File: src/rtl/rss_pkg.sv
// ----------------------------------------------------------------------------
// rss_pkg
// Shared widths, sequencer states and constants for the running sample
// statistics core.
// ----------------------------------------------------------------------------
package rss_pkg;

  localparam int FRAC     = 8;             // fraction bits of scaled outputs
  localparam int COUNT_W  = 32;
  localparam int SAMPLE_W = 32;
  localparam int SUM_W    = 64;
  localparam int SQ_W     = 96;            // sum of squares
  localparam int PROD_W   = 128;           // serial multiplier product
  localparam int MB_W     = 64;            // multiplier serial operand
  localparam int SCALE_W  = 20;
  localparam int DEN_W    = COUNT_W + SCALE_W;
  localparam int OUT_W    = 40;
  localparam int NUM_W    = SUM_W + FRAC;  // divider numerator
  localparam int ROOT_W   = SUM_W + FRAC;  // square root result
  localparam int RAD_W    = 2 * ROOT_W;    // square root argument
  localparam int ITER_W   = 7;             // iteration counters

  localparam logic [COUNT_W-1:0] COUNT_MAX = '1;

  typedef enum logic [3:0] {
    S_IDLE,
    S_SQ,
    S_UPD,
    S_T,
    S_S2,
    S_DEN,
    S_SQRT,
    S_DMIN,
    S_DMAX,
    S_DMEAN,
    S_DSD,
    S_FIN
  } state_t;

endpackage

File: src/rtl/rss_div.sv
// ----------------------------------------------------------------------------
// rss_div
// Restoring divider: one numerator bit per cycle, MSB first, quotient
// saturated to the output width.
// ----------------------------------------------------------------------------
module rss_div
  import rss_pkg::*;
(
  input  logic              clk,
  input  logic              rst,
  input  logic              start,
  input  logic [NUM_W-1:0]  num,   // left aligned
  input  logic [ITER_W-1:0] len,
  input  logic [DEN_W-1:0]  den,
  output logic [OUT_W-1:0]  quot,
  output logic              done
);

  logic [NUM_W-1:0]  nreg;
  logic [DEN_W-1:0]  dreg;
  logic [DEN_W:0]    rem;
  logic [NUM_W-1:0]  q;
  logic [ITER_W-1:0] cnt;
  logic              busy;
  logic [DEN_W+1:0]  rem_sh;
  logic              fits;

  assign rem_sh = {rem, nreg[NUM_W-1]};
  assign fits   = rem_sh >= (DEN_W+2)'(dreg);

  // control
  always_ff @(posedge clk) begin
    if (rst) begin
      busy <= 1'b0;
      done <= 1'b0;
    end else begin
      done <= 1'b0;
      if (start) begin
        busy <= 1'b1;
      end else if (busy && cnt == ITER_W'(1)) begin
        busy <= 1'b0;
        done <= 1'b1;
      end
    end
  end

  // datapath
  always_ff @(posedge clk) begin
    if (start) begin
      nreg <= num;
      dreg <= den;
      rem  <= '0;
      q    <= '0;
      cnt  <= len;
    end else if (busy) begin
      rem  <= fits ? (DEN_W+1)'(rem_sh - (DEN_W+2)'(dreg)) : (DEN_W+1)'(rem_sh);
      q    <= {q[NUM_W-2:0], fits};
      nreg <= nreg << 1;
      cnt  <= cnt - ITER_W'(1);
    end
  end

  assign quot = (|q[NUM_W-1:OUT_W]) ? '1 : q[OUT_W-1:0];

endmodule

File: config.mk
export PLATFORM = sky130hd
export DESIGN_NAME = rss_div
export DESIGN_NICKNAME = d
export VERILOG_FILES = /design/src/rtl/rss_pkg.sv /design/src/rtl/rss_div.sv
export SDC_FILE = /design/constraint.sdc
export NUM_CORES = 1
export LEC_CHECK = 0
export ABC_AREA = 1
export BUFFER_PORTS_ARGS = -buffer_cell sky130_fd_sc_hd__buf_2
export CAP_MARGIN = 25
export CORE_MARGIN = 2
export CORE_UTILIZATION = 61
export CTS_CLUSTER_SIZE = 20
export DETAILED_ROUTE_END_ITERATION = 10
export PLACE_DENSITY = 0.83
export REMOVE_ABC_BUFFERS = 1
export SETUP_SLACK_MARGIN = 0.4
export SKIP_LAST_GASP = 1
export SLEW_MARGIN = 15
export SYNTH_ARGS = -nofsm -noshare
export SYNTH_HDL_FRONTEND = slang
export SYNTH_SLANG_ARGS = --single-unit
File: constraint.sdc
create_clock -name clk -period 10.65 [get_ports clk]
set_input_delay 1.5975 -clock clk [delete_from_list [all_inputs] [get_ports clk]]
set_output_delay 1.5975 -clock clk [all_outputs]
set_load 0.02 [all_outputs]
# ---- Word-level counts from Yosys, hierarchy flattened
# Index checks and enable logic that the tools add are counted.
dict set report totals {
  ff_bits 258
  in_bits 134
  out_inout_bits 41
  elab_cells 25
}
dict set report op_classes {
  addsub 2
  order_cmp 1
  eq_ne 1
  muxes 9
  n_reduce_logical 5
}
# op n
set op_table {}
lappend op_table {{$mux 72} 2}
lappend op_table {{$ge 54x52->1} 1}
lappend op_table {{$mux 53} 1}
lappend op_table {{$sub 53x52->53} 1}
lappend op_table {{$mux 40} 1}
lappend op_table {{$reduce_or 32->1} 1}
lappend op_table {{$mux 7} 2}
lappend op_table {{$eq 7x1->1 const B} 1}
lappend op_table {{$sub 7x1->7 const B} 1}
lappend op_table {{$reduce_bool 2->1} 2}
lappend op_table {{$mux 1} 3}
lappend op_table {{$reduce_or 2->1} 1}
lappend op_table {{$logic_and 1x1->1} 1}

# ---- Logic depth before layout (Yosys ltp)
dict set report depth {
  ltp_word 4
  depth_mapped 17
  ltp_nobuf 17
}

# ---- Worst setup path before layout
# No wires, ideal clock.
dict set report synth_timing {
  path_kind {input port to flip-flop}
  start {input port start}
  end {register cnt[0] (enable)}
  setup_ps 475
  t_arrival_ps 4111
  required_time_ps 10175
  slack_ps 6064
  stages 3
  n_path_buf 1
  cell_sequence {nor2_1 -> inv_1 -> clkbuf_1}
}
dict set report synth_between {
  elab_chain_cells 1
}
# element line_no
set synth_lines {}
lappend synth_lines {{start: declaration} rss_div.sv:11} ;# input logic start,
lappend synth_lines {{$reduce_bool 2->1 (no line)} --}
lappend synth_lines {{end signal: assignment} rss_div.sv:54} ;# cnt <= len;
lappend synth_lines {{end signal: assignment} rss_div.sv:59} ;# cnt <= cnt - ITER_W'(1);
lappend synth_lines {{end: declaration} rss_div.sv:23} ;# logic [ITER_W-1:0] cnt;
# No other way between the ends.
# A chain may end at the register's enable or synchronous reset.

# ---- Final worst setup path
dict set report layout_timing {
  start {input port start}
  end {register nreg[43] (enable)}
}
dict set report layout_between {
  elab_chain_cells 1
}
# element line_no
set layout_lines {}
lappend layout_lines {{$reduce_bool 2->1 (no line)} --}
lappend layout_lines {{end signal: assignment} rss_div.sv:50} ;# nreg <= num;
lappend layout_lines {{end signal: assignment} rss_div.sv:58} ;# nreg <= nreg << 1;
lappend layout_lines {{end: declaration} rss_div.sv:19} ;# logic [NUM_W-1:0] nreg;
# No other way between the ends.

==> impl_metrics.json <==
{
  "outcome": "finished clean",
  "grt_pass1_vias": 12700,
  "rsz0062_at_grt": "false",
  "globalRouteOverflowTotal": 0,
  "max_freq_ghz": 0.262,
  "drive_above_1_share": 0.107,
  "hpwl_um": 28000,
  "cts_resized": 0,
  "hold_violations": 0,
  "ios": 175,
  "dieHeight_um": 161,
  "hold_path_class": "register to register",
  "clock_latency_ns": 0.57,
  "synth_ff_type": "edfxtp_1",
  "area_growth_pct": 13.2,
  "yosysTopAreaCell": "edfxtp_1",
  "share_seq_of_total_power": 0.495,
  "synth_area_um2": 15000,
  "cts_tree": "yes",
  "crit_fanout": 81,
  "wl_per_cell_um": 14.3,
  "required_ns": 10.82,
  "finalCriticalPeriod_ns": 3.81,
  "endpoint_kind": "register",
  "clkSlewWorstSetupHoldPaths_ns": 0.06,
  "port_buffers": 174,
  "syn_area_per_cell_um2": 6.89,
  "gp_congestion": 0.980,
  "synth.most_common_cell": "nand2_1",
  "yosys-top-cells-count": "935 x nand2_1, 418 x inv_1, 131 x edfxtp_1, 127 x dfxtp_1, 125 x nand3_1",
  "post-cts-setup-buffer-count": 0,
  "intPower_mw": 1.71,
  "wl_um": 38200,
  "root_buffer": "clkbuf_16",
  "grt_pass1_wl_um": 61500,
  "timing.final.max_slew_violations": 0,
  "fin_nets": 2517,
  "power.share.clock": 0.418,
  "core_um2": 24200,
  "vias": 13600,
  "p_leak_nw": 9.29,
  "synth-edff-count": 131,
  "clockBufferDepth": 3,
  "grt_max_degree": 88,
  "criticalPathCategory": "input pin to register",
  "drtIter0Drc": 1111,
  "grtUsageTotal": 0.292,
  "critPathLaunchType": "input pin",
  "setup_viol_count_final": 0,
  "finalCritPeriodShare": 0.358,
  "cts_buffers": 27,
  "start_util": 0.618,
  "synthArstFlopShare": 0,
  "tightest_slew_ns": 1.05,
  "yosysWarningCount": 0,
  "synth_seq_cells": 258,
  "drc": 0,
  "worstHoldPathCells": 2,
  "synth_top_area_frac": 0.263,
  "fp.dieW_um": 161,
  "p_comb_frac": 0.087,
  "yosys-top-cells-area": "edfxtp_1 26%, nand2_1 23%, dfxtp_1 17%, inv_1 10%, ha_1 4.5%",
  "cap_violations": 0,
  "via_per_inst": 5.07,
  "syn_inst": 2176,
  "reg2reg_depth": 14,
  "p_sw_frac": 0.241,
  "ys_types": 41,
  "die-area_um2": 25800,
  "postPlaceCellArea_um2": 16100,
  "ant_nets": 0,
  "tns_ns": 0,
  "cts_hold_buf": 0,
  "ir_drop_v": 0.000140,
  "ys_seq_area_frac": 0.432,
  "h-tree-depth": 1,
  "fin_skew_ns": 0.0295,
  "final_area_um2": 17000,
  "firstDrtPassIters": 6,
  "antenna_found_initial": 4,
  "slew_headroom": 0.301,
  "core.rowCount": 57,
  "cts.sinks": 258,
  "switchingPower_uw": 545,
  "arrival_ns": 3.98,
  "p_per_area_nw_per_um2": 133
}
==> layer usage <==
| layer | GRT usage | vias up | share of wire |
|---|---|---|---|
| li1 | - | 7005 | - |
| met1 | 0.391 | 6044 | 0.44 |
| met2 | 0.501 | 443 | 0.46 |
| met3 | 0.0452 | 74 | 0.071 |
| met4 | 0.0731 | 4 | 0.027 |
| met5 | 0 | - | 0.00037 |
==> critical path, stage by stage <==
cell    delay (ns)
buf_4         0.42
nor2_4        0.03
buf_4         0.32
inv_4         0.60
buf_4         0.88
==> power groups by stage <==
stage	clock, mW	combinational (mW)	sequential, mW
2_1_floorplan	0	0.124	1.13
3_3_place_gp	0	0.191	1.14
3_5_place_dp	0	0.196	1.14
4_1_cts	0.954	0.197	1.12
5_1_grt	0.989	0.223	1.12
6_report	0.944	0.197	1.12
==> state kept, by name (all words and copies together) (netlist names) <==
signal  cells
nreg       72
dreg       52
done        1
cnt         7
busy        1
q          72
rem        53
==> final cells by class <==
type                    count  area, µm²
fillers                  2090       7280
repair buffers            182        933
diodes                      2       5.00
clock buffers              36        782
flip-flops and latches    258       6480
multi-input cells        1436       6660
inverters                 423       1590
clock inverters            14        119
well taps                 324        405
==> path summary, 6_finish.rpt <==
check             end  slack (ns)  startpoint
max          nreg[43]        6.84       start
min           rem[52]        0.47     rem[52]
max reg2reg   rem[31]        7.29    nreg[71]
min reg2reg   rem[52]        0.47     rem[52]
==> stage by stage <==
stage	instances	power [mW]	util	hold slack [ns]	setup slack, ns
floorplan	2117	1.26	-	0.427	4.19
global placement	2623	1.33	0.662	0.439	6.35
detailed placement	2623	1.33	0.662	0.451	6.33
CTS	2673	2.27	0.700	0.460	6.87
global route	2673	2.33	0.700	0.486	6.65
finish	2675	2.26	0.700	0.468	6.84
==> cell families (layout without fill, tap and decap cells) <==
| kind of cell | after synthesis | after routing | synth area share |
|---|---|---|---|
| adders and majority gates | 55 | 55 | 0.0464 |
| and+or+nand+nor | 1225 | 1225 | 0.331 |
| other | 0 | 2 | 0 |
| DFF | 258 | 258 | 0.432 |
| AOI/OAI and AO/OA | 129 | 129 | 0.0504 |
| xor gates and xnor gates | 27 | 27 | 0.0158 |
| buffers and inverters | 482 | 655 | 0.124 |
==> layout by cell type (no fill, tap or decap), types with 3 or more instances in the layout <==
cell type,count
xnor2_1,7
clkbuf_8,3
xor2_1,20
ha_1,54
a21oi_1,36
edfxtp_1,131
nand2_2,5
o22ai_1,70
o21ai_0,9
and2_1,3
nand3b_1,10
dfxtp_1,127
clkinv_2,5
nor3_1,5
buf_2,173
nor4_1,8
nor2_2,5
buf_4,9
clkinv_1,3
nand3_1,125
o21ai_1,5
inv_1,417
nand2_1,934
clkbuf_1,4
nand4_1,15
clkbuf_16,29
o21bai_1,4
inv_2,5
nor2_1,104
Note: power is estimated with default switching activity, not from simulation.
