[config.mk]
export PLATFORM = sky130hd
export DESIGN_NAME = rss_mul
export DESIGN_NICKNAME = d
export VERILOG_FILES = /design/src/rtl/rss_pkg.sv /design/src/rtl/rss_mul.sv
export SDC_FILE = /design/constraint.sdc
export NUM_CORES = 1
export LEC_CHECK = 0
export BUFFER_PORTS_ARGS = -buffer_cell sky130_fd_sc_hd__clkbuf_2
export CAP_MARGIN = 25
export CORE_ASPECT_RATIO = 0.8
export CORE_UTILIZATION = 40
export DETAILED_ROUTE_END_ITERATION = 8
export HOLD_SLACK_MARGIN = 0.03
export PLACE_DENSITY_LB_ADDON = 0.25
export SYNTH_ARGS = -nofsm -noshare
export SYNTH_HDL_FRONTEND = slang
export SYNTH_SLANG_ARGS = --single-unit
[constraint.sdc]
create_clock -name clk -period 9.04 [get_ports clk]
set_input_delay 0.904 -clock clk [delete_from_list [all_inputs] [get_ports clk]]
set_output_delay 0.904 -clock clk [all_outputs]
set_load 0.02 [all_outputs]
[src/rtl/rss_pkg.sv]
// ----------------------------------------------------------------------------
// rss_pkg
// Shared widths, sequencer states and constants for the running sample
// statistics core.
// ----------------------------------------------------------------------------
package rss_pkg;

  localparam int FRAC     = 8;             // fraction bits of scaled outputs
  localparam int COUNT_W  = 32;
  localparam int SAMPLE_W = 32;
  localparam int SUM_W    = 64;
  localparam int SQ_W     = 96;            // sum of squares
  localparam int PROD_W   = 128;           // serial multiplier product
  localparam int MB_W     = 64;            // multiplier serial operand
  localparam int SCALE_W  = 20;
  localparam int DEN_W    = COUNT_W + SCALE_W;
  localparam int OUT_W    = 40;
  localparam int NUM_W    = SUM_W + FRAC;  // divider numerator
  localparam int ROOT_W   = SUM_W + FRAC;  // square root result
  localparam int RAD_W    = 2 * ROOT_W;    // square root argument
  localparam int ITER_W   = 7;             // iteration counters

  localparam logic [COUNT_W-1:0] COUNT_MAX = '1;

  typedef enum logic [3:0] {
    S_IDLE,
    S_SQ,
    S_UPD,
    S_T,
    S_S2,
    S_DEN,
    S_SQRT,
    S_DMIN,
    S_DMAX,
    S_DMEAN,
    S_DSD,
    S_FIN
  } state_t;

endpackage

[src/rtl/rss_mul.sv]
// ----------------------------------------------------------------------------
// rss_mul
// Shift-and-add multiplier: one bit of the serial operand per cycle.
// ----------------------------------------------------------------------------
module rss_mul
  import rss_pkg::*;
(
  input  logic              clk,
  input  logic              rst,
  input  logic              start,
  input  logic [SQ_W-1:0]   a,
  input  logic [MB_W-1:0]   b,
  input  logic [ITER_W-1:0] len,
  output logic [PROD_W-1:0] prod,
  output logic              done
);

  logic [PROD_W-1:0] areg;
  logic [MB_W-1:0]   breg;
  logic [PROD_W-1:0] acc;
  logic [ITER_W-1:0] cnt;
  logic              busy;

  // control
  always_ff @(posedge clk) begin
    if (rst) begin
      busy <= 1'b0;
      done <= 1'b0;
    end else begin
      done <= 1'b0;
      if (start) begin
        busy <= 1'b1;
      end else if (busy && cnt == ITER_W'(1)) begin
        busy <= 1'b0;
        done <= 1'b1;
      end
    end
  end

  // datapath: add shifted multiplicand when the low serial bit is set
  always_ff @(posedge clk) begin
    if (start) begin
      areg <= PROD_W'(a);
      breg <= b;
      acc  <= '0;
      cnt  <= len;
    end else if (busy) begin
      if (breg[0]) acc <= acc + areg;
      areg <= areg << 1;
      breg <= breg >> 1;
      cnt  <= cnt - ITER_W'(1);
    end
  end

  assign prod = acc;

endmodule

# Word level (Yosys, flattened, before mapping)
# Index checks and enable logic that the tools add are counted.
dict set report classes {
  add_sub_neg 2
  eq_ne 1
  mux 9
  n_reduce_logical 5
}
# op count
set ops {}
lappend ops {{96-bit two-way mux} 2}
lappend ops {{128-bit adder} 1}
lappend ops {{64-bit two-way mux} 2}
lappend ops {{7-bit two-way mux} 2}
lappend ops {{7-bit by 1-bit equality test with 1-bit output, second input constant} 1}
lappend ops {{7-bit by 1-bit subtractor with 7-bit output, second input constant} 1}
lappend ops {{2-bit nonzero test} 2}
lappend ops {{1-bit two-way mux} 3}
lappend ops {{2-bit AND reduction} 1}
lappend ops {{2-bit OR reduction} 1}
lappend ops {{1-bit logical AND} 1}
dict set report word_totals {
  reg_bits 329
  in_bits 170
  out_inout_bits 129
  elab_cells 24
}

# Longest topological paths before layout
# Gate-level depths: netlist of run 1.
dict set report depth {
  word_depth 4
  depth_mapped 13
}

# Least setup slack after synthesis of run 1
# OpenSTA, ideal clock, no wires.
dict set report synth_path {
  kind {input to register}
  from {input port start}
  to {register areg[0], enable pin}
  setup_ps 457
  arrival_ps 3511
  required_ps 8583
  setup_slack_ps 5073
  cell_stages 3
  n_path_buf 2
  path_cell_list {clkbuf_1 clkbuf_1 or2_2}
}
dict set report synth_between {
  elab_chain_len 1
}
# item line_no
set synth_rtl {}
lappend synth_rtl {{start: declaration} rss_mul.sv:10} ;# input logic start,
lappend synth_rtl {{2-bit nonzero test (no line)} --}
lappend synth_rtl {{end signal: assignment} rss_mul.sv:43} ;# areg <= PROD_W'(a);
lappend synth_rtl {{end signal: assignment} rss_mul.sv:49} ;# areg <= areg << 1;
lappend synth_rtl {{end: declaration} rss_mul.sv:18} ;# logic [PROD_W-1:0] areg;
# No other way between the ends.
# A chain may end at the register's enable or synchronous reset.

# Worst setup path after layout of run 1
dict set report layout_path {
  from {register areg[0]}
  to {register acc[122] (netlist: prod[122])}
}
dict set report layout_between {
  elab_chain_len 1
}
# item line_no
set layout_rtl {}
lappend layout_rtl {{128-bit adder} rss_mul.sv:48} ;# if (breg[0]) acc <= acc + areg;
lappend layout_rtl {{end signal: assignment} rss_mul.sv:48}
lappend layout_rtl {{end: declaration} rss_mul.sv:20} ;# logic [PROD_W-1:0] acc;
# No other way between the ends.

==> results of run 1 <==
stage by stage:
step / total power, mW / instance area (µm²) / cells / worst slack, ns
4_1_cts: 4.43 / 24500 / 3311 / 4.86
3_3_place_gp: 2.82 / 23300 / 3243 / 4.97
6_report: 4.40 / 24500 / 3311 / 4.79
5_1_grt: 4.59 / 24500 / 3311 / 4.64
2_1_floorplan: 2.52 / 21400 / 2371 / 5.07
3_5_place_dp: 2.83 / 23300 / 3243 / 4.94
area by class of cell:
type / count / share of cell area
timing repair buffer: 307 / 0.0645
inverter: 53 / 0.00811
clock buffer: 47 / 0.0410
tap: 693 / 0.0354
clock inverter: 21 / 0.00985
multi-input combinational: 1861 / 0.505
sequential: 329 / 0.337
state kept, by name, indices dropped and copies added, names as in the netlist:
| register | cells |
|---|---|
| cnt | 7 |
| areg | 128 |
| prod | 128 |
| breg | 64 |
| busy | 1 |
| done | 1 |
power breakdown:
part / internal (mW) / switching (mW)
Sequential: 1.71 / 0.0825
Combinational: 0.377 / 0.644
Clock: 0.912 / 0.670
Total: 3.00 / 1.40
worst max-delay path: stages (launching register included):
cell and delay, ns:
edfxtp_1 0.40, ha_1 0.23, fa_1 0.41, a21oi_1 0.21
o21ai_0 0.20, a21oi_1 0.40, o211ai_2 0.22, a41oi_2 0.40
o21ai_2 0.15, a2111oi_4 0.58, nor2_2 0.11, a221oi_2 0.51
or4_1 0.19, o211ai_1 0.08
metal layers:
metal	part of all wire	track usage	routed length, µm	vias to the layer above
met5	0	0	0	-
met4	0.025	0.0655	1740	0
met3	0.075	0.0559	5120	96
met2	0.43	0.367	29000	624
met1	0.47	0.356	32400	8962
li1	-	-	-	9106
cell usage after synthesis, types with 7 or more instances:
master / number / area share
ha_1: 129 / 0.076
nor3_1: 39 / 0.0091
dfxtp_1: 162 / 0.15
o21ai_1: 15 / 0.0035
o21ai_0: 167 / 0.039
a21o_1: 41 / 0.014
edfxtp_1: 167 / 0.23
nand2_1: 335 / 0.059
and3_1: 11 / 0.0032
nand3_1: 25 / 0.0059
or3_1: 8 / 0.0023
buf_2: 37 / 0.0087
nor4_1: 12 / 0.0035
buf_1: 7 / 0.0012
nand4_1: 70 / 0.021
a211oi_1: 10 / 0.0035
xor2_1: 48 / 0.020
o31ai_1: 13 / 0.0046
a21boi_0: 12 / 0.0042
mux2i_1: 32 / 0.015
nand2b_1: 7 / 0.0021
o21a_1: 22 / 0.0077
inv_1: 53 / 0.0093
clkbuf_1: 81 / 0.014
nor2_1: 153 / 0.027
o211ai_1: 10 / 0.0035
a31oi_1: 16 / 0.0047
nor2b_1: 10 / 0.0029
xnor2_1: 75 / 0.031
a21oi_1: 291 / 0.068
mux2_2: 158 / 0.083
o21bai_1: 46 / 0.016
final timing paths:
check / startpoint / cells after the start / slack, ns / to
max reg2reg: areg[0]$_SDFFCE_PN0P_ / 13 / 4.79 / prod[122]$_SDFFE_PP0P_
min reg2reg: prod[8]$_SDFFE_PP0P_ / 2 / 0.47 / prod[8]$_SDFFE_PP0P_
max: areg[0]$_SDFFCE_PN0P_ / 13 / 4.79 / prod[122]$_SDFFE_PP0P_
min: prod[8]$_SDFFE_PP0P_ / 2 / 0.47 / prod[8]$_SDFFE_PP0P_
logic make-up (layout without fill, tap and decap cells):
logic type               count (synthesis)  in the layout
AO/OA/AOI/OAI                          710            710
AND/OR/NAND/NOR                        708            708
flip-flops                             329            329
multiplexers                           190            190
buffers and inverters                  181            428
adder cells (fa/ha/maj)                130            130
XOR/XNOR                               123            123
==> results.md, run 1 <==
* Run status: finished, final reports clean
* Combinational family with the most area after synthesis: compound AO/OA/AOI/OAI gates
* Vias in the first global route at 18,300
* Crit start category: flip-flop
* Layout overhead on the synthesized area at 14.9%
* # resized after CTS at 0
* Clock buffers created by TritonCTS at 37
* Synthesized net count at 2,671
* Max-Slew Margin vs Limit at 0.177
* Number of sinks on the clock net at 329
* Port Buffer Count at 298
* Number of design-rule violations left by the first detailed-router iteration at 1,394
* Skew final at 0.0305 ns
* Maximum net fanout on the critical path at 4
* Yosys warns at 0
* Cell chosen for the clock root: clkbuf_16
* Sum of negative setup slack at 0 ns
* Count of nets after finishing at 2,889
* RSZ-0062 raised after global routing: no
* Overall die width at 260 µm
* Vert. Die Dim at 209 µm
* Final antenna-violating net count at 0
* #FFs+latches synth at 329
* Synth Area in Compound Gates at 0.205
* Crit Path Category: flip-flop to flip-flop
* Main synth FF type: edfxtp_1
* Number of hold violations in the final report at 0
* Placer's final routability congestion estimate at 0.956
* Share of flip-flops with an asynchronous set or reset after synthesis at 0
* Antenna Diode Count at 0
* Final routed wire length divided by cell count at 20.6 µm
* Clk Latency, worst-skew pair at 0.58 ns
* Final wirelength at 68.3 mm
* VDD IR max at 0.145 mV
* Number of pins with negative max-slew slack in the final report at 0
* Share of synthesized area spent on multiplexers at 0.0983
* Total power divided by cell area at 179 nW/µm²
* Finish-stage setup viols at 0
* Number of I/O pins at 299
* Core ar. at 52,600 µm²
* Initial cell density of the core at 0.406
* Sequential share of the synthesized area at 0.387
* Final min period at 4.25 ns
* Area share of and/or/nand/nor cells after synthesis at 0.149
* Number of core rows at 75
* Commonest cells after routing, fill and taps aside: 334 x nand2_1, 297 x clkbuf_2, 291 x a21oi_1
* Data arrival, critical path at 4.66 ns
* Worst-path clk slew at 0.06 ns
* Number of antenna violations at the first check in global routing at 0
* Max capacitance violation total at 0
* Routed vias/inst at 5.67
* Most common cell after layout, fill and taps aside: nand2_1
* Layout cells sized above 1 at 0.217
* Worst slew pin tran at 1.23 ns
* Leakage Power at 9.72 nW
* Final period utilization at 0.470
* Post-Synth Adder-Cell Area at 0.0765
* Drc violations at 0
* Hold-fix buffers at CTS at 0
* Number of distinct library cell variants in the gate-level netlist after synthesis at 82
* Remaining global-route overflow at 0
* Total standard cell area after synthesis at 21,400 µm²
* Total track usage at 0.246
* Utilization after layout at 0.467
* Wire length of the first global-routing pass at 105 mm
* DRT Pass-1 Iters at 5
* Footprint of the multi-input gates at 12,400 µm²
* Total via count in the routed design at 18,800
* Tightest Hold Check Type: flip-flop to flip-flop
* Hpwl dp at 52.2 mm
* FF+latch area at 8260 µm²
* Timing-limited maximum frequency at 0.235 GHz
* Worst hold-check slack at 0.469 ns
* Data required, critical path at 9.46 ns
* Area of the die at 54,300 µm²
* Number of enable-type register cells in the synthesized netlist at 167
* Xor and xnor area share after synthesis at 0.0505
* Max H-tree Level at 2
* Post-Syn Area per Cell at 9.00 µm²
* Critical path capture point type: flip-flop
* Largest net degree at the start of global routing at 168
* Clock buffer depth at 3
* CTS tree: done
* Gate Count Post-Synth at 2,371
* Post-CTS Setup Bufs at 0
* Fill cell instance count of the final layout at 5,117
Power figures use the tool's default switching activity.
==> run 2, diff against run 1 <==
Clock period 9.04 ns to 4 ns, I/O delays scaled along.
==> results.md, run 2 (synthesis results as in run 1) <==
* Count of nets after finishing at 2,940
* Crit path buffers/inverters at 1
* Layout cells sized above 1 at 0.233
* Vias in the first global route at 18,600
* PnR Total Power at 10.2 mW
* Data required, critical path at 4.45 ns
* Number of antenna violations at the first check in global routing at 0
* Crit start category: flip-flop
* Max capacitance violation total at 0
* Clk Latency, worst-skew pair at 0.59 ns
* Count of cell instances traversed by the critical path at 13
* Area of the die at 54,300 µm²
* Total via count in the routed design at 19,200
* Most used cell along the critical path: a21oi_1
* Maximum net fanout on the critical path at 8
* Crit Path Category: flip-flop to flip-flop
* Placer's final routability congestion estimate at 0.967
* Ordered cell list for the critical path: ha_1 -> a21oi_1 -> o21ai_0 -> a21oi_1 -> a311oi_1 -> a221oi_1 -> o21ai_1 -> a21oi_1 -> o31ai_2 -> buf_4 -> a31oi_1 -> xor2_1 -> o21ai_1
* Largest net degree at the start of global routing at 108
* Final routed wire length divided by cell count at 20.8 µm
* Timing-limited maximum frequency at 0.259 GHz
* Metal2 WL at 30.0 mm
* R2r worst-path depth at 13
* Register-to-register setup slack at 0.14 ns
* Wire length on met1 at 32.9 mm
* Overall die width at 260 µm
* Layout overhead on the synthesized area at 17.4%
* Critical path capture point type: flip-flop
* Most common cell after layout, fill and taps aside: nand2_1
* Final wirelength at 70.0 mm
* DRT Pass-1 Iters at 5
* Number of sinks on the clock net at 329
* Max H-tree Level at 2
* PnR worst setup slack at 0.136 ns
* Delay contributed by the slowest stage of the critical path at 0.55 ns
* Number of pins with negative max-slew slack in the final report at 0
* Crit Reg-Reg Endpoint: prod[125]$_SDFFE_PP0P_
* Total track usage at 0.252
* DP Area at 23,700 µm²
* Sum of negative setup slack at 0 ns
* Routed vias/inst at 5.70
* Core ar. at 52,600 µm²
* Port Buffer Count at 298
* Max-Slew Margin vs Limit at 0.394
* Placement-stage worst setup slack at 0.143 ns
* Data arrival, critical path at 4.32 ns
* Reg-to-reg critical path startpoint: areg[56]$_DFFE_PP_
* Initial cell density of the core at 0.406
* RSZ-0062 raised after global routing: no
* Skew final at 0.0287 ns
* Final period utilization at 0.966
* Hpwl dp at 54.0 mm
* Cell chosen for the clock root: clkbuf_16
* Finish-stage setup viols at 0
* Clock buffers created by TritonCTS at 38
* Worst slew pin tran at 0.899 ns
* Worst-path clk slew at 0.06 ns
* Highest Signal Layer: met4
* Final instance area at 25,100 µm²
* Leakage Power at 10.0 nW
* Vert. Die Dim at 209 µm
* Number of core rows at 75
* Final min period at 3.86 ns
* Number of I/O pins at 299
* Routed wl met3 at 5.53 mm
* Cell with the largest stage delay on the worst path: a21oi_1
* CTS tree: done
* Antenna Diode Count at 0
* Tightest Hold Check Type: input pin to flip-flop
* Commonest cells after routing, fill and taps aside: 334 x nand2_1, 297 x clkbuf_2, 290 x a21oi_1
* Remaining global-route overflow at 0
* Final antenna-violating net count at 0
* Crit path launch: areg[56]$_DFFE_PP_
* Number of design-rule violations left by the first detailed-router iteration at 1,579
* Clock buffer depth at 3
* Wire length of the first global-routing pass at 107 mm
* Number of hold violations in the final report at 0
* Total power divided by cell area at 406 nW/µm²
* Delay-heaviest family, CP: compound AO/OA/AOI/OAI gates
* Run status: finished, final reports clean
* CP endpoint: prod[125]$_SDFFE_PP0P_
* Drc violations at 0
* Fill cell instance count of the final layout at 5,114
* VDD IR max at 0.365 mV
## run 2: timing repair
| action | CTS | global route |
|---|---|---|
| hold buffers | 1 | 0 |
| gates resized for setup | 0 | 4 |
| buffers inserted | 0 | 1 |
| endpoints found under the setup margin | 0 | 5 |
| endpoints found under the hold margin | 2 | 0 |
## run 2: worst min path at each step
stage,slack [ns],start,cells after the start,endpoint
2_1_floorplan,0.47,rst,1,busy$_SDFFE_PP0P_
3_3_place_gp,0.46,prod[4]$_SDFFE_PP0P_,2,prod[4]$_SDFFE_PP0P_
3_5_place_dp,0.47,prod[0]$_SDFFE_PP0P_,2,prod[0]$_SDFFE_PP0P_
4_1_cts,0.07,len[2],3,cnt[2]$_DFFE_PP_
5_1_grt,0.09,b[63],2,breg[63]$_SDFFCE_PN0P_
6_report,0.1,len[2],3,cnt[2]$_DFFE_PP_
## run 2: per-stage QoR
step                std cells  utilization  hold WS, ns
global route             3363        0.477       0.0860
global placement         3290        0.451        0.458
floorplan                2371            -        0.472
CTS                      3361        0.476       0.0680
finish                   3363        0.477       0.0960
detailed placement       3290        0.451        0.468
## run 2: area by class of cell
class,instances,area (µm²),share of cell area
clock buffer,45,1010,0.0402
tap,693,867,0.0346
sequential,329,8260,0.330
inverter,53,199,0.00794
multi-input combinational,1861,12400,0.495
timing repair buffer,357,2030,0.0810
clock inverter,25,299,0.0119
## run 2: tightest hold or removal path: cells and delay by family
family	cells	cell delay, ns
AO/OA/AOI/OAI	1	0.06
buffers and inverters	1	0.07
AND/OR/NAND/NOR	1	0.04
## run 2: layer usage
| metal | vias to the layer above | track usage |
|---|---|---|
| met5 | - | 0 |
| met4 | 0 | 0.0663 |
| met3 | 80 | 0.0506 |
| met2 | 680 | 0.373 |
| met1 | 9203 | 0.371 |
| li1 | 9219 | - |
## run 2: power by group
group	leakage (nW)	internal [mW]	switching [mW]
clock	0.644	2.15	1.56
sequential	3.00	3.87	0.193
combinational	6.40	0.912	1.50
