File: src/rtl/rss_pkg.sv
// ----------------------------------------------------------------------------
// rss_pkg
// Shared widths, sequencer states and constants for the running sample
// statistics core.
// ----------------------------------------------------------------------------
package rss_pkg;

  localparam int FRAC     = 8;             // fraction bits of scaled outputs
  localparam int COUNT_W  = 32;
  localparam int SAMPLE_W = 32;
  localparam int SUM_W    = 64;
  localparam int SQ_W     = 96;            // sum of squares
  localparam int PROD_W   = 128;           // serial multiplier product
  localparam int MB_W     = 64;            // multiplier serial operand
  localparam int SCALE_W  = 20;
  localparam int DEN_W    = COUNT_W + SCALE_W;
  localparam int OUT_W    = 40;
  localparam int NUM_W    = SUM_W + FRAC;  // divider numerator
  localparam int ROOT_W   = SUM_W + FRAC;  // square root result
  localparam int RAD_W    = 2 * ROOT_W;    // square root argument
  localparam int ITER_W   = 7;             // iteration counters

  localparam logic [COUNT_W-1:0] COUNT_MAX = '1;

  typedef enum logic [3:0] {
    S_IDLE,
    S_SQ,
    S_UPD,
    S_T,
    S_S2,
    S_DEN,
    S_SQRT,
    S_DMIN,
    S_DMAX,
    S_DMEAN,
    S_DSD,
    S_FIN
  } state_t;

endpackage

File: src/rtl/rss_sqrt.sv
// ----------------------------------------------------------------------------
// rss_sqrt
// Digit-by-digit integer square root: two argument bits per cycle, one
// root bit out.
// ----------------------------------------------------------------------------
module rss_sqrt
  import rss_pkg::*;
(
  input  logic              clk,
  input  logic              rst,
  input  logic              start,
  input  logic [RAD_W-1:0]  rad,
  output logic [ROOT_W-1:0] root,
  output logic              done
);

  logic [RAD_W-1:0]  rreg;
  logic [ROOT_W+1:0] rem;
  logic [ITER_W-1:0] cnt;
  logic              busy;
  logic [ROOT_W+3:0] rem_sh;
  logic [ROOT_W+3:0] trial;
  logic              fits;

  assign rem_sh = {rem, rreg[RAD_W-1:RAD_W-2]};
  assign trial  = (ROOT_W+4)'({root, 2'b01});
  assign fits   = rem_sh >= trial;

  // control
  always_ff @(posedge clk) begin
    if (rst) begin
      busy <= 1'b0;
      done <= 1'b0;
    end else begin
      done <= 1'b0;
      if (start) begin
        busy <= 1'b1;
      end else if (busy && cnt == ITER_W'(1)) begin
        busy <= 1'b0;
        done <= 1'b1;
      end
    end
  end

  // datapath
  always_ff @(posedge clk) begin
    if (start) begin
      rreg <= rad;
      rem  <= '0;
      root <= '0;
      cnt  <= ITER_W'(ROOT_W);
    end else if (busy) begin
      rem  <= fits ? (ROOT_W+2)'(rem_sh - trial) : (ROOT_W+2)'(rem_sh);
      root <= {root[ROOT_W-2:0], fits};
      rreg <= rreg << 2;
      cnt  <= cnt - ITER_W'(1);
    end
  end

endmodule

File: config.mk
export PLATFORM = sky130hd
export DESIGN_NAME = rss_sqrt
export DESIGN_NICKNAME = d
export VERILOG_FILES = /design/src/rtl/rss_pkg.sv /design/src/rtl/rss_sqrt.sv
export SDC_FILE = /design/constraint.sdc
export NUM_CORES = 1
export LEC_CHECK = 0
export BUFFER_PORTS_ARGS = -buffer_cell sky130_fd_sc_hd__buf_4
export CORE_UTILIZATION = 45
export DETAILED_ROUTE_END_ITERATION = 12
export GPL_ROUTABILITY_DRIVEN = 0
export PLACE_DENSITY = 0.76
export SETUP_SLACK_MARGIN = 0.4
export SYNTH_ARGS = -nofsm -noshare
export SYNTH_HDL_FRONTEND = slang
export SYNTH_SLANG_ARGS = --single-unit
File: constraint.sdc
create_clock -name clk -period 7.07 [get_ports clk]
set_clock_uncertainty 0.15 [all_clocks]
set_input_delay 1.0605 -clock clk [delete_from_list [all_inputs] [get_ports clk]]
set_output_delay 1.0605 -clock clk [all_outputs]
set_load 0.005 [all_outputs]
=== Yosys cells after proc, flatten, opt, wreduce, memory -nomap -nowiden ===
Cells that the tools add are included.

* Input bits: 147
* Output and inout port bits: 73
* Logic and storage cells: 20
* Flip-flop bits (word level): 299

* Equal/unequal tests: 1
* $add $sub $neg: 2
* Reduce and logical (&&, ||, !) cells: 4
* Magnitude comparators: 1
* Mux-type cells: 6

{| class="wikitable"
|+ Operators by type and width
! kind !! number
|-
| $mux W144 || 2
|-
| $ge A76 B74 Y1 || 1
|-
| $mux W74 || 1
|-
| $sub A74 B74 Y74 || 1
|-
| $eq A7 B1 Y1 const B || 1
|-
| $sub A7 B1 Y7 const B || 1
|-
| $reduce_bool A2 Y1 || 2
|-
| $mux W1 || 3
|-
| $reduce_or A2 Y1 || 1
|-
| $logic_and A1 B1 Y1 || 1
|}

=== Logic depth before layout (Yosys ltp) ===
Gate-level depths: netlist of the first run.

* Word-level depth: 4
* Mapped depth: 16
* Depth with buffers taken out: 13

=== Worst setup path before layout of the first run ===
OpenSTA, ideal clock, no wires.

* Path kind: input to register
* Start point: input start
* End point: register rreg[0], enable pin
* Setup slack: 2031 ps
* Path buffers: 2
* Library setup time: 497 ps
* Required time: 6423 ps
* Arrival time: 4392 ps
* Stages: 4
* Path through: clkbuf_1 nor2_1 clkbuf_1 inv_1

* Longest elaborated chain between the ends: 1

{| class="wikitable"
|+ Ends and longest elaborated chain
! item !! RTL line !! source
|-
| start: declaration || rss_sqrt.sv:11 || <nowiki>input logic start,</nowiki>
|-
| $reduce_bool A2 Y1 (no source line) || -- ||
|-
| end signal: assignment || rss_sqrt.sv:48 || <nowiki>rreg <= rad;</nowiki>
|-
| end signal: assignment || rss_sqrt.sv:55 || <nowiki>rreg <= rreg << 2;</nowiki>
|-
| end: declaration || rss_sqrt.sv:17 || <nowiki>logic [RAD_W-1:0] rreg;</nowiki>
|}

No other way between the ends.
A chain may end at the register's enable or synchronous reset.

=== Worst setup path after layout of the first run ===
* Start point: register root[0]
* End point: register rem[72]

* Longest elaborated chain between the ends: 2
* Elaborated cells on any way between the ends: 3
* Classes of those cells: 1 x add/sub; 1 x order compare; 1 x mux

{| class="wikitable"
|+ Ends and longest elaborated chain
! item !! RTL line !! source
|-
| start: declaration || rss_sqrt.sv:13 || <nowiki>output logic [ROOT_W-1:0] root,</nowiki>
|-
| start signal: assignment || rss_sqrt.sv:54 || <nowiki>root <= {root[ROOT_W-2:0], fits};</nowiki>
|-
| $sub A74 B74 Y74 / $ge A76 B74 Y1 (equally long branches) || rss_sqrt.sv:53, rss_sqrt.sv:27 ||
|-
| $mux W74 (*) || rss_sqrt.sv:53 || <nowiki>rem <= fits ? (ROOT_W+2)'(rem_sh - trial) : (ROOT_W+2)'(rem_sh);</nowiki>
|-
| end signal: assignment || rss_sqrt.sv:53 ||
|-
| end: declaration || rss_sqrt.sv:18 || <nowiki>logic [ROOT_W+1:0] rem;</nowiki>
|}

Every way passes the cells marked *; elsewhere a longest branch is shown, timed or not.

==> impl_summary.txt, run 1 <==
----------------------------------------------------
[Status]
  Status ... finished clean

[Critical path]
  Ordered cell list for the critical path ... inv_1, ha_1, and2b_1, o31a_2, a41oi_4, o21bai_2, a41oi_2, o31ai_4, a21oi_4, buf_4, o21ai_0, a22oi_1, o21ai_0
  Worst EP required ... 7.32 ns
  Crit path kind ... reg2reg
  Largest fanout on the critical path ... 102
  Nature of the critical path endpoint ... flop
  Launching element type of the critical path ... flop
  Worst path slowest cell ... sky130_fd_sc_hd__buf_4
  Crit path arrival time ... 4.29 ns
  Slowest stage delay, CP ... 0.81 ns
  CP most frequent cell ... sky130_fd_sc_hd__o21ai_0

[Global route]
  Initial antenna violation count ... 0
  Total GRT Usage ... 20.8%
  Maximum number of pins on one net before global-route repair ... 129
  Number of global-route vias before repair ... 12,800
  First-pass GRT wire length ... 64,500 um
  Total congestion overflow ... 0

[Power and ir drop]
  Register share of total power ... 26.0%
  Switch Pwr ... 3.60 mW
  Cell leakage power ... 8.02 nW
  Power per Cell Area ... 432 nW/um^2
  Switching portion of total power ... 42.5%
  Largest vdd supply drop ... 0.000615 V
  Clock power frac ... 20.3%
  Internal power component ... 4.88 mW
  Combinational share of power ... 53.7%

[Floorplan]
  Initial Utilization ... 45.6%
  Std-Cell Core Area ... 36,500 sq um
  DIE HEIGHT ... 194 um
  Row Count ... 70
  I/O pin total ... 220
  Overall die width ... 194 um
  Floorplan die area ... 37,800 sq um

[Placed design]
  Worst slack, placed ... 2.93 ns
  Post-detail-place hpwl ... 27,900 um
  PortBufs ... 219
  DP Cell Count ... 2,289

[Final layout]
  Synth-to-layout area growth ... 18.0%
  Most frequent cells in the layout ... 225 x sky130_fd_sc_hd__buf_4, 194 x sky130_fd_sc_hd__nor2_1, 154 x sky130_fd_sc_hd__dfxtp_1
  Most common cell after layout, fill and taps aside ... sky130_fd_sc_hd__buf_4
  Proportion of layout cells with a drive suffix above 1 ... 23.5%
  Total Nets Final ... 2,080
  Antenna Diode Count ... 0
  Layout Cells excl Fill ... 2,347

[Yosys]
  Post-synthesis net count ... 1,913
  Synth cell types ... 77
  Proportion of synthesized flip-flops having asynchronous set or reset ... 0%
  Synth Cell Area ... 16,600 sq um
  Number of warnings issued by yosys ... 0
  Part of the Yosys area used for sequential elements ... 44.6%
  EDFF count, synth ... 144
  Leading register cell type out of synthesis ... sky130_fd_sc_hd__dfxtp_1
  Synthesized netlist cell count ... 1,690
  Number of storage elements in the synthesis netlist ... 299
  Average cell area after synthesis ... 9.85 sq um

[CTS]
  Maximum clock insertion buffer count ... 3
  Clock network latency to the later pin of the worst-skew pair ... 0.53 ns
  Buffer type at the clock tree root ... sky130_fd_sc_hd__clkbuf_16
  Clock input transition at the sequential cells of the worst setup and hold paths ... 0.06 ns
  Post-CTS Setup Bufs ... 0
  H-tree depth ... 2
  CTS buffer count ... 34
  Clock tree from TritonCTS ... built
  Cts hold-fix bufs ... 0
  Count of cells resized by post-cts repair ... 0
  Clock sinks ... 299

[Timing]
  Tcrit/Tclk final ... 57.1%
  Minimum clock period after layout ... 4.04 ns
  Setup WS post-layout ... 3.03 ns
  Setup_tns ... 0 ns
  Highest Clock Rate ... 248 MHz
  Worst rel slew slack ... 23.5%
  Unrepaired setup endpoints after global routing ... false
  Least-Margin Pin Slew ... 1.15 ns
  Endpoints failing hold ... 0
  Total setup violations reported at the end of the flow ... 0
  Final max-slew violation count ... 0

[Detailed routing]
  Total Routed Length ... 40,000 um
  Post-detailed-route wirelength per cell ... 17.1 um
  DR vias/cell ... 5.55
  Via count ... 13,000
  1st-pass router iterations ... 6
  Number of nets with antenna violations after detailed routing ... 0
  DRC Markers ... 0
  Number of design-rule violations left by the first detailed-router iteration ... 1,189

[Min path]
  Worst hold-check path type ... reg2reg

[Job]
  Number of max-capacitance violations reported ... 0

----------------------------------------------------
[final cells by class]
class | instances | area, sq um
Timing Repair Buffer | 226 | 1700
Tap cell | 468 | 586
Inverter | 101 | 384
Fill cell | 3178 | 16900
Clock inverter | 14 | 98.8
Multi-Input combinational cell | 1195 | 8460
Clock buffer | 44 | 972
Sequential cell | 299 | 7430
[registers in the layout (all words and copies together) (netlist names)]
signal  cells
cnt         7
root       72
rem        74
busy        1
rreg      144
done        1
[through the flow]
stage / total power, mW / util (%) / hold slack, ns / cell area, sq um
after floorplan: 5.84 / - / 0.300 / 16600
after global placement: 6.64 / 50.8 / 0.317 / 18600
after detailed placement: 6.70 / 50.8 / 0.325 / 18600
after CTS: 8.48 / 53.8 / 0.333 / 19600
after global routing: 9.11 / 53.8 / 0.363 / 19600
final: 8.48 / 53.8 / 0.333 / 19600
[power groups by stage]
stage / logic, mW / registers, mW / clock network, mW
global route: 5.04 / 2.23 / 1.83
global placement: 4.41 / 2.23 / 0
floorplan: 3.65 / 2.19 / 0
finish: 4.55 / 2.21 / 1.72
CTS: 4.50 / 2.20 / 1.77
detailed placement: 4.47 / 2.24 / 0
[cell usage after synthesis (all sizes together), types with 31 or more instances]
cell / number / area, sq um
xnor2: 45 / 394
a21o: 31 / 233
a21oi: 135 / 683
clkbuf: 76 / 287
mux2: 142 / 1600
dfxtp: 155 / 3100
ha: 76 / 951
inv: 101 / 379
o21ai: 110 / 554
edfxtp: 144 / 4320
nor2: 195 / 732
mux2i: 81 / 811
nand2: 110 / 413
[kinds of logic (layout without fill, tap and decap cells)]
group / Yosys count / count (layout) / share of synthesized area, %
AOI/OAI and AO/OA: 411 / 411 / 15.8
xor gates and xnor gates: 73 / 73 / 3.84
adders and majority gates: 76 / 76 / 5.71
buffers and inverters: 196 / 385 / 4.57
DFF: 299 / 299 / 44.6
muxes: 223 / 223 / 14.5
and+or+nand+nor: 412 / 412 / 11.0
[routing by layer]
layer | up-vias | global-route usage [%] | routed length, um
li1 | 6417 | - | -
met1 | 6112 | 26.0 | 17200
met2 | 442 | 33.6 | 18300
met3 | 58 | 6.96 | 3630
met4 | 0 | 7.26 | 955
met5 | - | 0 | 0
[worst max-delay path, delay by kind of cell (launching register included)]
family,cells,cell delay (ns)
AO/OA/AOI/OAI,9,1.95
adder cells (fa/ha/maj),1,0.34
buffers and inverters,2,0.87
flip-flops,1,0.37
AND/OR/NAND/NOR,1,0.20
[worst paths after layout]
check / to / depth (start not counted) / slack (ns) / start
setup / recovery: rem[72]$_SDFFE_PP0P_ / 13 / 3.03 / root[0]$_SDFFE_PP0P_
hold / removal: rem[20]$_SDFFE_PP0P_ / 2 / 0.33 / rem[20]$_SDFFE_PP0P_
setup reg to reg: rem[72]$_SDFFE_PP0P_ / 13 / 3.03 / root[0]$_SDFFE_PP0P_
hold reg to reg: rem[20]$_SDFFE_PP0P_ / 2 / 0.33 / rem[20]$_SDFFE_PP0P_
Note: power is estimated with default switching activity, not from simulation.
==> run 2, diff against run 1 <==
--- a/config.mk
+++ b/config.mk
@@ -9,7 +9,7 @@
 export CORE_UTILIZATION = 45
 export DETAILED_ROUTE_END_ITERATION = 12
 export GPL_ROUTABILITY_DRIVEN = 0
-export PLACE_DENSITY = 0.76
+export PLACE_DENSITY = 0.78
 export SETUP_SLACK_MARGIN = 0.4
 export SYNTH_ARGS = -nofsm -noshare
 export SYNTH_HDL_FRONTEND = slang
==> constraint.sdc (replaced) <==
create_clock -name clk -period 3.5 [get_ports clk]
set_clock_uncertainty 0.15 [all_clocks]
set_input_delay 0.525 -clock clk [delete_from_list [all_inputs] [get_ports clk]]
set_output_delay 0.525 -clock clk [all_outputs]
set_load 0.005 [all_outputs]
==> run 2 against run 1 <==
Effect of this change:
- design area up 16%
- sequential power up 110%
- sequential share of layout area down 4.8 points
- largest cell class unchanged
- critical endpoint is now rem[44]$_SDFFE_PP0P_
- maximum frequency up 18%
- die area unchanged
==> impl_summary.txt, run 2 (synthesis results as in run 1) <==
----------------------------------------------------
[Global route]
  Number of global-route vias before repair ... 14,100
  First-pass GRT wire length ... 71,500 um
  Total congestion overflow ... 0
  Initial antenna violation count ... 0
  Maximum number of pins on one net before global-route repair ... 131
  Total GRT Usage ... 23.3%

[Floorplan]
  Overall die width ... 194 um
  Row Count ... 70
  Initial Utilization ... 45.6%
  Floorplan die area ... 37,800 sq um
  Std-Cell Core Area ... 36,500 sq um
  I/O pin total ... 220
  DIE HEIGHT ... 194 um

[Timing]
  Worst rel slew slack ... 45.9%
  Endpoints failing hold ... 0
  Worst Hold Margin ... 0.123 ns
  Least-Margin Pin Slew ... 0.811 ns
  Tcrit/Tclk final ... 98.0%
  Highest Clock Rate ... 292 MHz
  Total setup violations reported at the end of the flow ... 0
  Unrepaired setup endpoints after global routing ... true
  Final max-slew violation count ... 0
  Setup_tns ... 0 ns
  Minimum clock period after layout ... 3.43 ns
  Setup WS post-layout ... 0.0705 ns

[Power and ir drop]
  Combinational share of power ... 65.0%
  Power per Cell Area ... 1060 nW/um^2
  Cell leakage power ... 9.17 nW
  Switch Pwr ... 10.3 mW
  Switching portion of total power ... 42.8%
  Overall power after layout ... 24.2 mW
  Register share of total power ... 19.0%
  Internal power component ... 13.8 mW
  Largest vdd supply drop ... 0.000773 V
  Clock power frac ... 16.0%

[CTS]
  CTS buffer count ... 36
  Clock tree from TritonCTS ... built
  Clock network latency to the later pin of the worst-skew pair ... 0.54 ns
  H-tree depth ... 2
  Maximum clock insertion buffer count ... 3
  Buffer type at the clock tree root ... sky130_fd_sc_hd__clkbuf_16
  Clock sinks ... 299
  Clock input transition at the sequential cells of the worst setup and hold paths ... 0.06 ns

[Critical path]
  Reg-to-reg critical path endpoint ... rem[44]$_SDFFE_PP0P_
  Worst flop-to-flop path startpoint ... rreg[142]$_DFFE_PP_
  Critical Path End ... rem[44]$_SDFFE_PP0P_
  Largest fanout on the critical path ... 29
  R2r worst-path depth ... 14
  Crit path arrival time ... 3.68 ns
  Launching element type of the critical path ... flop
  Worst EP required ... 3.75 ns
  Nature of the critical path endpoint ... flop
  R2r setup slk ... 0.07 ns
  Crit path kind ... reg2reg
  Startpoint of the most critical setup path ... rreg[142]$_DFFE_PP_

[Placed design]
  Post-detail-place hpwl ... 29,700 um
  PortBufs ... 219
  Worst slack, placed ... 0.0124 ns

[Status]
  Status ... finished clean

[Job]
  Number of max-capacitance violations reported ... 0

[Detailed routing]
  Via count ... 14,500
  Number of nets with antenna violations after detailed routing ... 0
  Post-detailed-route wirelength per cell ... 19.7 um
  1st-pass router iterations ... 7
  DR vias/cell ... 5.81
  DRC Markers ... 0
  Number of design-rule violations left by the first detailed-router iteration ... 1,316
  Total Routed Length ... 49,200 um

[Final layout]
  Most flops, register ... rreg
  Max reg flops ... 144
  Proportion of layout cells with a drive suffix above 1 ... 42.3%
  Most common cell after layout, fill and taps aside ... sky130_fd_sc_hd__buf_4
  Synth-to-layout area growth ... 37.0%
  Largest registers ... rreg: 144 flops, rem: 74 flops, root: 72 flops
  Most frequent cells in the layout ... 339 x sky130_fd_sc_hd__buf_4, 170 x sky130_fd_sc_hd__nor2_1, 144 x sky130_fd_sc_hd__edfxtp_1
  Antenna Diode Count ... 0
  Total Nets Final ... 2,227

[Min path]
  Worst hold-check path type ... in2reg

----------------------------------------------------
[run 2: cell types whose count changed in the layout (fill, tap and decap cells not counted), moves of 20 or more]
cell / change
sky130_fd_sc_hd__dfxtp_1: -60
sky130_fd_sc_hd__ha_1: -59
sky130_fd_sc_hd__nor2_1: -24
sky130_fd_sc_hd__nor2_4: +20
sky130_fd_sc_hd__buf_4: +114
sky130_fd_sc_hd__a21oi_1: -37
sky130_fd_sc_hd__ha_4: +54
sky130_fd_sc_hd__dfxtp_2: +51
sky130_fd_sc_hd__o21ai_1: +37
sky130_fd_sc_hd__o21ai_0: -47
sky130_fd_sc_hd__a21oi_2: +34
[run 2: layout make-up]
type / instances / area (sq um)
Clock buffer: 45 / 975
Clock inverter: 19 / 244
Fill cell: 2667 / 13700
Inverter: 101 / 395
Multi-Input combinational cell: 1196 / 9930
Sequential cell: 299 / 7530
Tap cell: 468 / 586
Timing Repair Buffer: 370 / 3140
[run 2: power by group through the flow]
stage | combinational, mW | sequential, mW | clock [mW]
after CTS | 11.9 | 4.50 | 3.94
after global placement | 9.65 | 4.51 | 0
after global routing | 16.6 | 4.62 | 4.07
after detailed placement | 9.79 | 4.52 | 0
after floorplan | 7.40 | 4.42 | 0
final | 15.7 | 4.58 | 3.87
[run 2: repair_timing]
item / in CTS / in global routing
resized for setup: 154 / 260
endpoints found under the hold margin: 1 / 0
setup buffers: 31 / 41
setup endpoints to repair: 74 / 75
pin swaps: 36 / 102
gates cloned: 4 / 10
hold buffers: 1 / 0
[run 2: per-layer routing]
layer	GRT usage, %	vias to the layer above	share of wire [%]
met2	38.1	748	47
met4	10.9	0	4.9
met1	28.2	6842	38
met3	6.75	196	9.4
li1	-	6723	-
met5	0	-	0
[run 2: worst min path at each step]
stage / start / to / slack (ns) / cells after the start
after global routing: rad[1] / rreg[1]$_SDFFCE_PN0P_ / 0.10 / 2
after detailed placement: rem[29]$_SDFFE_PP0P_ / rem[29]$_SDFFE_PP0P_ / 0.33 / 2
after floorplan: rem[69]$_SDFFE_PP0P_ / rem[69]$_SDFFE_PP0P_ / 0.30 / 2
after CTS: rad[1] / rreg[1]$_SDFFCE_PN0P_ / 0.09 / 2
after global placement: cnt[6]$_SDFFE_PP1P_ / cnt[6]$_SDFFE_PP1P_ / 0.32 / 2
final: rad[1] / rreg[1]$_SDFFCE_PN0P_ / 0.12 / 2
[run 2: stage by stage]
stage	utilization, %	area (sq um)	std cells
floorplan	-	16700	1690
global placement	52.3	19100	2347
detailed placement	52.3	19100	2347
CTS	58.5	21400	2447
global route	62.4	22800	2498
finish	62.4	22800	2498
[run 2: worst max-delay path: stages, from the launching register on]
cell and delay (ns):
sky130_fd_sc_hd__edfxtp_1 0.43, sky130_fd_sc_hd__inv_2 0.11, sky130_fd_sc_hd__ha_4 0.16, sky130_fd_sc_hd__and2b_1 0.22
sky130_fd_sc_hd__o31a_2 0.33, sky130_fd_sc_hd__a41oi_4 0.24, sky130_fd_sc_hd__o21bai_4 0.11, sky130_fd_sc_hd__a41oi_4 0.28
sky130_fd_sc_hd__o31ai_4 0.10, sky130_fd_sc_hd__buf_6 0.13, sky130_fd_sc_hd__a21oi_4 0.17, sky130_fd_sc_hd__buf_8 0.19
sky130_fd_sc_hd__buf_16 0.20, sky130_fd_sc_hd__a21oi_1 0.10, sky130_fd_sc_hd__a211oi_1 0.35
